**src/design/ssh_pkg.sv**
```systemverilog
// Types, constants and start-value helpers shared by the selectable string hash.
package ssh_pkg;

  typedef enum logic [3:0] {
    ALG_RS     = 4'd0,
    ALG_JS     = 4'd1,
    ALG_PJW    = 4'd2,
    ALG_ELF    = 4'd3,
    ALG_BKDR   = 4'd4,
    ALG_SDBM   = 4'd5,
    ALG_TIME33 = 4'd6,
    ALG_DJB    = 4'd7,
    ALG_AP     = 4'd8,
    ALG_NR     = 4'd9,
    ALG_FNV    = 4'd10,
    ALG_MUL31  = 4'd11
  } alg_t;

  typedef struct packed {
    logic [31:0] hash;
    logic [31:0] rs_factor;
    logic [31:0] step_addend;
    logic        odd_position;
  } ssh_state_t;

  localparam logic [31:0] RS_B       = 32'd378551;
  localparam logic [31:0] RS_A0      = 32'd63689;
  localparam logic [31:0] JS_INIT    = 32'd1315423911;
  localparam logic [31:0] ELF_HIGH   = 32'hF000_0000;
  localparam logic [31:0] BKDR_SEED  = 32'd131;
  localparam logic [31:0] DJB_INIT   = 32'd5381;
  localparam logic [31:0] FNV_PRIME  = 32'd16777619;
  localparam logic [31:0] NR_INIT    = 32'd1;
  localparam logic [31:0] NR_ADDEND0 = 32'd4;
  localparam logic [31:0] NR_STEP    = 32'd3;
  localparam logic [31:0] MUL31      = 32'd31;

  function automatic alg_t clamp_alg(input logic [3:0] v);
    alg_t a;
    if (v > 4'(ALG_MUL31)) begin
      a = ALG_MUL31;
    end else begin
      a = alg_t'(v);
    end
    return a;
  endfunction

  function automatic ssh_state_t start_state(input alg_t a);
    ssh_state_t s;
    s.rs_factor    = RS_A0;
    s.step_addend  = NR_ADDEND0;
    s.odd_position = 1'b0;
    case (a)
      ALG_JS:  s.hash = JS_INIT;
      ALG_DJB: s.hash = DJB_INIT;
      ALG_NR:  s.hash = NR_INIT;
      default: s.hash = 32'd0;
    endcase
    return s;
  endfunction

endpackage

```
**src/design/ssh_step.sv**
```systemverilog
// One-byte update of the running hash state for the selected algorithm.
module ssh_step (
  input  ssh_pkg::alg_t       alg,
  input  ssh_pkg::ssh_state_t cur,
  input  logic [7:0]          data_byte,
  output ssh_pkg::ssh_state_t nxt
);
  import ssh_pkg::*;

  logic [31:0] c32;
  logic [31:0] h;
  logic [31:0] rs_mul;
  logic [31:0] rs_fac_mul;
  logic [31:0] fnv_mul;
  logic [31:0] nr_mul;
  logic [31:0] bkdr_mul;
  logic [31:0] elf_sum;
  logic [31:0] elf_x;

  assign c32        = {24'd0, data_byte};
  assign h          = cur.hash;
  assign rs_mul     = h * cur.rs_factor;
  assign rs_fac_mul = cur.rs_factor * RS_B;
  assign fnv_mul    = h * FNV_PRIME;
  assign bkdr_mul   = h * BKDR_SEED;
  assign nr_mul     = ({26'd0, h[5:0]} + cur.step_addend) * c32;
  assign elf_sum    = (h << 4) + c32;
  assign elf_x      = elf_sum & ELF_HIGH;

  always_comb begin
    nxt = cur;
    case (alg)
      ALG_RS: begin
        nxt.hash      = rs_mul + c32;
        nxt.rs_factor = rs_fac_mul;
      end
      ALG_JS:               nxt.hash = h ^ ((h << 5) + c32 + (h >> 2));
      ALG_PJW, ALG_ELF:     nxt.hash = (elf_sum ^ (elf_x >> 24)) & ~elf_x;
      ALG_BKDR:             nxt.hash = bkdr_mul + c32;
      ALG_SDBM:             nxt.hash = c32 + (h << 6) + (h << 16) - h;
      ALG_TIME33, ALG_DJB:  nxt.hash = (h << 5) + h + c32;
      ALG_AP: begin
        if (!cur.odd_position) begin
          nxt.hash = h ^ ((h << 7) ^ c32 ^ (h >> 3));
        end else begin
          nxt.hash = h ^ ~((h << 11) ^ c32 ^ (h >> 5));
        end
        nxt.odd_position = ~cur.odd_position;
      end
      ALG_NR: begin
        nxt.hash        = h ^ (nr_mul + (h << 8));
        nxt.step_addend = cur.step_addend + NR_STEP;
      end
      ALG_FNV:              nxt.hash = fnv_mul ^ c32;
      default:              nxt.hash = (h * MUL31) + c32;
    endcase
  end

endmodule

```
**src/design/selectable_string_hash.sv**
```systemverilog
// Top level of the selectable byte-stream string hash.
//
//  channel | direction | handshake          | payload
//  in_     | input     | in_valid/in_stall  | data_byte, has_byte, last_byte
//  out_    | output    | out_valid/out_stall| hash_value
//  cfg_    | input     | cfg_valid/cfg_ready| algorithm
//
// One byte per cycle, except while a last item waits on a stalled result.
// The byte goes through an input register, then the combinational state update
// writes the hash state and, on a last item, the result register.
// The hash state recurrence is combinational, so items follow back to back.
// A last item waits in the input register only while an earlier result is stalled.
// Reset (rst_n, synchronous) selects RS and loads its start values.
module selectable_string_hash (
  input  logic        clk,
  input  logic        rst_n,
  input  logic        in_valid,
  output logic        in_stall,
  input  logic [7:0]  in_data_byte,
  input  logic        in_has_byte,
  input  logic        in_last_byte,
  output logic        out_valid,
  input  logic        out_stall,
  output logic [31:0] out_hash_value,
  input  logic        cfg_valid,
  output logic        cfg_ready,
  input  logic [3:0]  cfg_algorithm
);
  import ssh_pkg::*;

  alg_t       alg_r, alg_nxt;
  ssh_state_t st_r, st_nxt;
  ssh_state_t step_out;
  ssh_state_t absorbed;

  logic       s1_valid_r, s1_valid_nxt;
  logic [7:0] s1_byte_r;
  logic       s1_has_r;
  logic       s1_last_r;
  logic       out_valid_r, out_valid_nxt;
  logic [31:0] out_hash_r, out_hash_nxt;

  logic in_xfer;
  logic cfg_xfer;
  logic s1_adv;

  ssh_step u_step (
    .alg       (alg_r),
    .cur       (st_r),
    .data_byte (s1_byte_r),
    .nxt       (step_out)
  );

  assign s1_adv    = s1_valid_r && !(s1_last_r && out_valid_r && out_stall);
  assign in_stall  = s1_valid_r && !s1_adv;
  assign in_xfer   = in_valid && !in_stall;
  assign cfg_ready = !s1_valid_r;
  assign cfg_xfer  = cfg_valid && cfg_ready;
  assign absorbed  = s1_has_r ? step_out : st_r;

  always_comb begin
    alg_nxt       = alg_r;
    st_nxt        = st_r;
    out_valid_nxt = out_valid_r && out_stall;
    out_hash_nxt  = out_hash_r;
    s1_valid_nxt  = in_xfer || (s1_valid_r && !s1_adv);
    if (cfg_xfer) begin
      alg_nxt = clamp_alg(cfg_algorithm);
      st_nxt  = start_state(clamp_alg(cfg_algorithm));
    end else if (s1_adv) begin
      if (s1_last_r) begin
        st_nxt        = start_state(alg_r);
        out_valid_nxt = 1'b1;
        out_hash_nxt  = absorbed.hash;
      end else begin
        st_nxt = absorbed;
      end
    end
  end

  always_ff @(posedge clk) begin
    if (!rst_n) begin
      alg_r       <= ALG_RS;
      st_r        <= start_state(ALG_RS);
      s1_valid_r  <= 1'b0;
      out_valid_r <= 1'b0;
    end else begin
      alg_r       <= alg_nxt;
      st_r        <= st_nxt;
      s1_valid_r  <= s1_valid_nxt;
      out_valid_r <= out_valid_nxt;
    end
  end

  always_ff @(posedge clk) begin
    if (in_xfer) begin
      s1_byte_r <= in_data_byte;
      s1_has_r  <= in_has_byte;
      s1_last_r <= in_last_byte;
    end
    out_hash_r <= out_hash_nxt;
  end

  assign out_valid      = out_valid_r;
  assign out_hash_value = out_hash_r;

endmodule

```
**config.mk**
```make
export PLATFORM = sky130hd
export DESIGN_NAME = selectable_string_hash
export DESIGN_NICKNAME = d
export VERILOG_FILES = /design/src/design/ssh_pkg.sv /design/src/design/ssh_step.sv /design/src/design/selectable_string_hash.sv
export SDC_FILE = /design/constraint.sdc
export NUM_CORES = 2
export LEC_CHECK = 0
export ABC_AREA = 1
export BUFFER_PORTS_ARGS = -buffer_cell sky130_fd_sc_hd__buf_2
export CAP_MARGIN = 20
export CELL_PAD_IN_SITES_DETAIL_PLACEMENT = 0
export CELL_PAD_IN_SITES_GLOBAL_PLACEMENT = 1
export CORE_ASPECT_RATIO = 0.9
export CORE_MARGIN = 1.5
export CORE_UTILIZATION = 55
export DETAILED_ROUTE_END_ITERATION = 8
export HOLD_SLACK_MARGIN = 0.02
export PLACE_DENSITY = 0.95
export SYNTH_ARGS = -nofsm -noshare
export SYNTH_HDL_FRONTEND = slang
export SYNTH_SLANG_ARGS = --single-unit
```
**constraint.sdc**
```tcl
create_clock -name clk -period 14.55 [get_ports clk]
set_input_delay 4.365 -clock clk [delete_from_list [all_inputs] [get_ports clk]]
set_output_delay 4.365 -clock clk [all_outputs]
set_load 0.01 [all_outputs]
```
==> After elaboration in Yosys (flattened, before gate mapping) <==
Index checks and enable logic that the tools add are counted.
{ "op_classes": {"n_addsub": 14, "multipliers": 6, "magnitude_cmp": 1, "eq_ne": 13, "muxes": 16, "bitwise": 16, "reduce_logical": 25} }
{ "ops": {"columns": ["op", "n"], "rows": [
  ["$mux W97", 4],
  ["$pmux W32 S9", 1],
  ["$add A32 B8 Y32", 6],
  ["$pmux W31 S3", 2],
  ["$xor A32 B32 Y32", 4],
  ["$xor A32 B8 Y32", 4],
  ["$add A32 B32 Y32", 3],
  ["$mux W32", 3],
  ["$not A32 Y32", 2],
  ["$add A32 B2 Y32 const B", 1],
  ["$add A32 B30 Y32", 1],
  ["$add A6 B32 Y32", 1],
  ["$add A8 B32 Y32", 1],
  ["$and A32 B32 Y32", 1],
  ["$mul A32 B19 Y32 const B", 1],
  ["$mul A32 B25 Y32 const B", 1],
  ["$mul A32 B32 Y32", 1],
  ["$mul A32 B5 Y32 const B", 1],
  ["$mul A32 B8 Y32", 1],
  ["$mul A32 B8 Y32 const B", 1],
  ["$sub A32 B32 Y32", 1],
  ["$xor A32 B27 Y32", 1],
  ["$xor A32 B29 Y32", 1],
  ["$eq A4 B3 Y1 const B", 5],
  ["other kinds (14)", 43]
]} }
{ "word_totals": {"regBits": 145, "inputBits": 19} }

==> Depth between registers and ports, before layout <==
{ "logic_depth": {"depth_word": 10, "ltp_mapped": 41} }

==> By module <==
Synthesis repeated with hierarchy kept, for this count alone.
{ "hier_totals": {"cells_unflattened": 8239, "area_unflattened_um2": 61710.4} }
{ "by_module_without_submodules": {"columns": ["module", "n_inst", "cells_each", "area_per_inst_um2", "seq_area_each_um2"], "rows": [
  ["ssh_step", 1, 7528, 55811.0, 0.0],
  ["selectable_string_hash", 1, 711, 5899.4, 3323.2]
]} }

==> Worst setup path after synthesis <==
No wires, ideal clock.
{ "synth_timing": {"path_type": "input port to output port", "startpoint": "in out_stall", "endpoint": "out in_stall", "t_arrival_ns": 4.678, "t_required_ns": 10.185, "setup_slack_ns": 5.507, "stages": 2, "path_buffers": 0, "path_cell_list": "nand2_1 nor2_1"} }
{ "synth_between": {"elab_chain_cells": 5} }
{ "synth_lines": {"columns": ["element", "line", "rtl"], "rows": [
  ["from (decl)", "selectable_string_hash.sv:23", "input logic out_stall,"],
  ["$logic_and A1 B1 Y1", "selectable_string_hash.sv:54", "assign s1_adv = s1_valid_r && !(s1_last_r && out_valid_r && out_stall);"],
  ["$logic_not A1 Y1", "selectable_string_hash.sv:54", null],
  ["$logic_and A1 B1 Y1", "selectable_string_hash.sv:54", null],
  ["$logic_not A1 Y1", "selectable_string_hash.sv:55", "assign in_stall = s1_valid_r && !s1_adv;"],
  ["$logic_and A1 B1 Y1", "selectable_string_hash.sv:55", null],
  ["to (decl)", "selectable_string_hash.sv:18", "output logic in_stall,"]
]} }
No other way between the ends.

==> Final worst setup path <==
{ "layout_timing": {"startpoint": "reg st_r[72] (netlist bit)", "endpoint": "reg st_r[92] (netlist bit)"} }
{ "layout_between": {"elab_chain_cells": 8} }
{ "layout_lines": {"columns": ["element", "line", "rtl"], "rows": [
  ["from (decl)", "selectable_string_hash.sv:32", "ssh_state_t st_r, st_nxt;"],
  ["from (signal assigned)", "selectable_string_hash.sv:84", "st_r <= start_state(ALG_RS);"],
  ["from (signal assigned)", "selectable_string_hash.sv:89", "st_r <= st_nxt;"],
  ["parallel branches: the longest is 3 deep, another holds $mul A32 B5 Y32", null, null],
  ["$pmux W32 S9 *", "ssh_step.sv:32", "case (alg)"],
  ["$mux W97 *", "selectable_string_hash.sv:59", "assign absorbed = s1_has_r ? step_out : st_r;"],
  ["$mux W97 *", "selectable_string_hash.sv:71", "if (s1_last_r) begin"],
  ["$mux W97 *", "selectable_string_hash.sv:70", "end else if (s1_adv) begin"],
  ["$mux W97 *", "selectable_string_hash.sv:67", "if (cfg_xfer) begin"]
]} }
Mark *: on every way between the ends. The select of a mux whose other input is x is not followed.
A chain may end at the register's enable or synchronous reset.

==> impl_metrics.csv <==
group,metric,value,unit
power,net-switching-power,3910,uW
layout,num-fill-cells,10357,
layout,finalInstanceArea,63200,um^2
grt,global_route.overflow_total,0,
synth,synth_fp_nets,9879,
worst_setup_path,cp.arrival,9860,ps
routing,drt-vias-per-instance,5.72,
power,sequentialPowerShare,8.0,%
synth,synth_compound_gate_area_share,10.4,%
grt,antenna_violations_before_repair,22,
grt,maximum_number_of_pins_on_one_net_before_global_route_repair,50,
power,power_density,103,nW/um^2
die,fp.dieH,318,um
synth,synth_edf_count,42,
synth,syn_avg_cell_area,7.52,um^2
worst_setup_path,cp_most_frequent_cell,"sky130_fd_sc_hd__fa_1",
sta,final_max_slew_viol_count,0,
die,fp.coreArea,109000,um^2
clock_tree,tritoncts.num_buffers,17,
outcome,status,"complete, no violations",
clock_tree,clock-sinks,145,
clock_tree,postCtsSetupRepairBufs,0,
job,timing.max_cap.violations,0,
grt,grt_pass1_vias,53360,
clock_tree,insertion_delay,550,ps
synth,synthTopCellsByCount,"sky130_fd_sc_hd__inv_1, sky130_fd_sc_hd__nand2_1, sky130_fd_sc_hd__fa_1",
clock_tree,post_cts.resized_instances,0,
routing,drc,0,
routing,drt_iter0_markers,6063,
worst_setup_path,cp_data_required_time,14960,ps
synth,yosysTopAreaCell,"sky130_fd_sc_hd__fa_1",
power,combinationalPowerShare,84.1,%
worst_setup_path,endpoint_kind,"flip-flop",
synth,synth_warnings,0,
sta,worst_slew_pin_slew,1430,ps
grt,grt_pass1_wl,323000,um
die,row_count,115,
die,pin_count,54,
placed_design,place_congestion,1.05,
synth,ys_async_sr_fraction,0,%
synth,syn-instance-count,8040,
sta,rsz0062_at_grt,"no",
routing,num_vias,54253,
synth,synth_seq_area_share,5.50,%
sta,maxSlewHeadroom,3.55,%
layout,final_net_count,9841,
placed_design,io_buffer_count,53,
sta,setup_violation_total_in_the_final_timing_report,0,
power,ir_drop,0.304,mV
clock_tree,root_buffer,"sky130_fd_sc_hd__clkbuf_16",
power,switching_part_of_the_total,60.0,%
synth,yosys.area_share.xor_xnor,3.05,%
worst_setup_path,worstSetupPathType,"flip-flop to flip-flop",
synth,post_synth_main_area_contributors,"sky130_fd_sc_hd__fa_1, sky130_fd_sc_hd__ha_1, sky130_fd_sc_hd__inv_1",
synth,yosys.area_share.simple,16.7,%
hold_path,min_path_type,"flip-flop to flip-flop",
power,relative_contribution_of_the_clock_network_to_total_power,7.8,%
worst_setup_path,crit_path_max_incr_delay,880,ps
die,die_w,352,um
clock_tree,clk_path_buf_depth,2,
grt,gr-usage-all-layers,38.2,%
die,area_enclosed_by_the_die_boundary,112000,um^2
routing,first_pass_iters,9,
synth,post_synth_mux_area_share,0,%
clock_tree,clk_pin_slew,80,ps
sta,tns,0,ps
layout,layout-area-overhead-vs-synth,4.54,%
power,p_int,2610,uW
synth,synth.most_common_cell,"sky130_fd_sc_hd__inv_1",
sta,layout_setup_ws,5090,ps
sta,fin_crit_period,9460,ps
placed_design,place.detailed.hpwl,168000,um
synth,post_synth_fa_ha_maj_area_fraction,50.2,%
power,p_leak,0.0341,uW
sta,fmax,0.106,GHz
clock_tree,h-tree-depth,4,
routing,route.detailed.wl_per_inst,22.3,um
synth,dominantRegCellSynth,"sky130_fd_sc_hd__dfxtp_1",
placed_design,dpl-instance-area,62500,um^2
worst_setup_path,critPathLaunchType,"flip-flop",
synth,synthDominantCellAreaShare,33.4,%
synth,yosys_register_bits,145,
clock_tree,hold_buffers,0,
placed_design,pre_cts_worst_setup_slack,5270,ps
worst_setup_path,worst-path-max-fanout,30,
sta,count_of_final_hold_check_violations,0,
clock_tree,tritoncts,"built",
synth,synth_cell_type_count,65,
synth,post_synth_instance_area,60500,um^2
sta,layout_worst_path_cycle_share,65.0,%
layout,fraction_of_final_layout_cells_sized_beyond_drive_strength_1,4.14,%
die,initial_utilization,55.4,%
routing,wl,211000,um
routing,ant_nets,0,
synth,combinational_family_with_the_most_area_after_synthesis,"adder cells",
worst_setup_path,cell_with_the_biggest_individual_delay_on_the_critical_path,"sky130_fd_sc_hd__o21ai_0",
sta,clock-skew-final,32.2,ps
==> state kept, by name, indices dropped and copies added, names as in the netlist <==
name / count
st_r: 97
out_hash_value: 32
s1_byte_r: 8
alg_r: 4
out_valid: 1
s1_has_r: 1
s1_last_r: 1
s1_valid_r: 1
==> final timing paths <==
kind	startpoint	to	slack (ps)	cells after the start
hold reg to reg	st_r[32]	st_r[32]	480	2
setup reg to reg	st_r[72]	st_r[92]	5090	28
setup / recovery	st_r[72]	st_r[92]	5090	28
hold / removal	st_r[32]	st_r[32]	480	2
==> critical path, delay by kind of cell, from the launching register on <==
kind / cells / cell delay [ps]
DFF: 1 / 860
adders and majority gates: 9 / 4280
and+or+nand+nor: 9 / 1620
AOI/OAI and AO/OA: 6 / 1680
buffers and inverters: 4 / 850
==> cell usage in the layout, fill, tap and decap left out, drive strengths merged, types with 2 or more instances in the layout <==
cell type,n
inv,2043
nand2,1511
fa,1008
ha,812
a21oi,540
nor2,462
o21ai,419
nand3,277
buf,163
xor2,117
dfxtp,103
xnor2,91
or2,58
nor3,52
nand4,43
edfxtp,42
o211ai,33
a31oi,27
a21o,21
clkbuf,21
o21bai,19
nor4,16
o21a,16
o221ai,16
nand3b,14
clkinv,12
a21boi,11
o2111ai,10
a211oi,9
a221oi,7
a2111oi,7
o22ai,5
diode,4
o31ai,4
nor3b,4
a31o,3
and3,3
o311ai,3
and2,2
==> power groups by stage <==
stage / sequential, uW / combinational [uW] / clock (uW)
6_report: 524 / 5490 / 510
3_3_place_gp: 528 / 5140 / 0
3_5_place_dp: 528 / 5280 / 0
2_1_floorplan: 508 / 3750 / 0
4_1_cts: 519 / 5320 / 519
5_1_grt: 524 / 6120 / 529
==> layer usage <==
layer / part of all wire (%) / routed length, um / global-route usage, %
met5: 0.068 / 144 / 0
met2: 42 / 88100 / 56.3
met3: 13 / 27000 / 11.6
met1: 41 / 86400 / 52.8
met4: 4.6 / 9670 / 14.5
==> metrics by stage <==
step	power, uW	hold WS [ps]	util (%)	instances
floorplan	4260	450	-	8040
global placement	5670	461	57.3	9440
detailed placement	5810	468	57.3	9441
CTS	6360	480	57.9	9473
global route	7170	520	57.9	9477
finish	6520	482	57.9	9481
==> layout make-up <==
cell class / instances / area (um^2) / area share [%]
Multi-Input combinational cell: 5629 / 48600 / 76.9
Inverter: 2043 / 7670 / 12.1
Sequential cell: 145 / 3350 / 5.31
Clock inverter: 14 / 163 / 0.257
Tap cell: 1462 / 1830 / 2.89
Antenna cell: 4 / 10.0 / 0.0158
Timing Repair Buffer: 166 / 1110 / 1.76
Clock buffer: 18 / 450 / 0.713
==> kinds of logic after synthesis <==
family | count (synthesis)
fa+ha+maj | 1820
flops | 145
buf+inv | 2266
compound gates | 1155
xor+xnor | 209
simple gates | 2445
(Power assumes the default switching activity.)
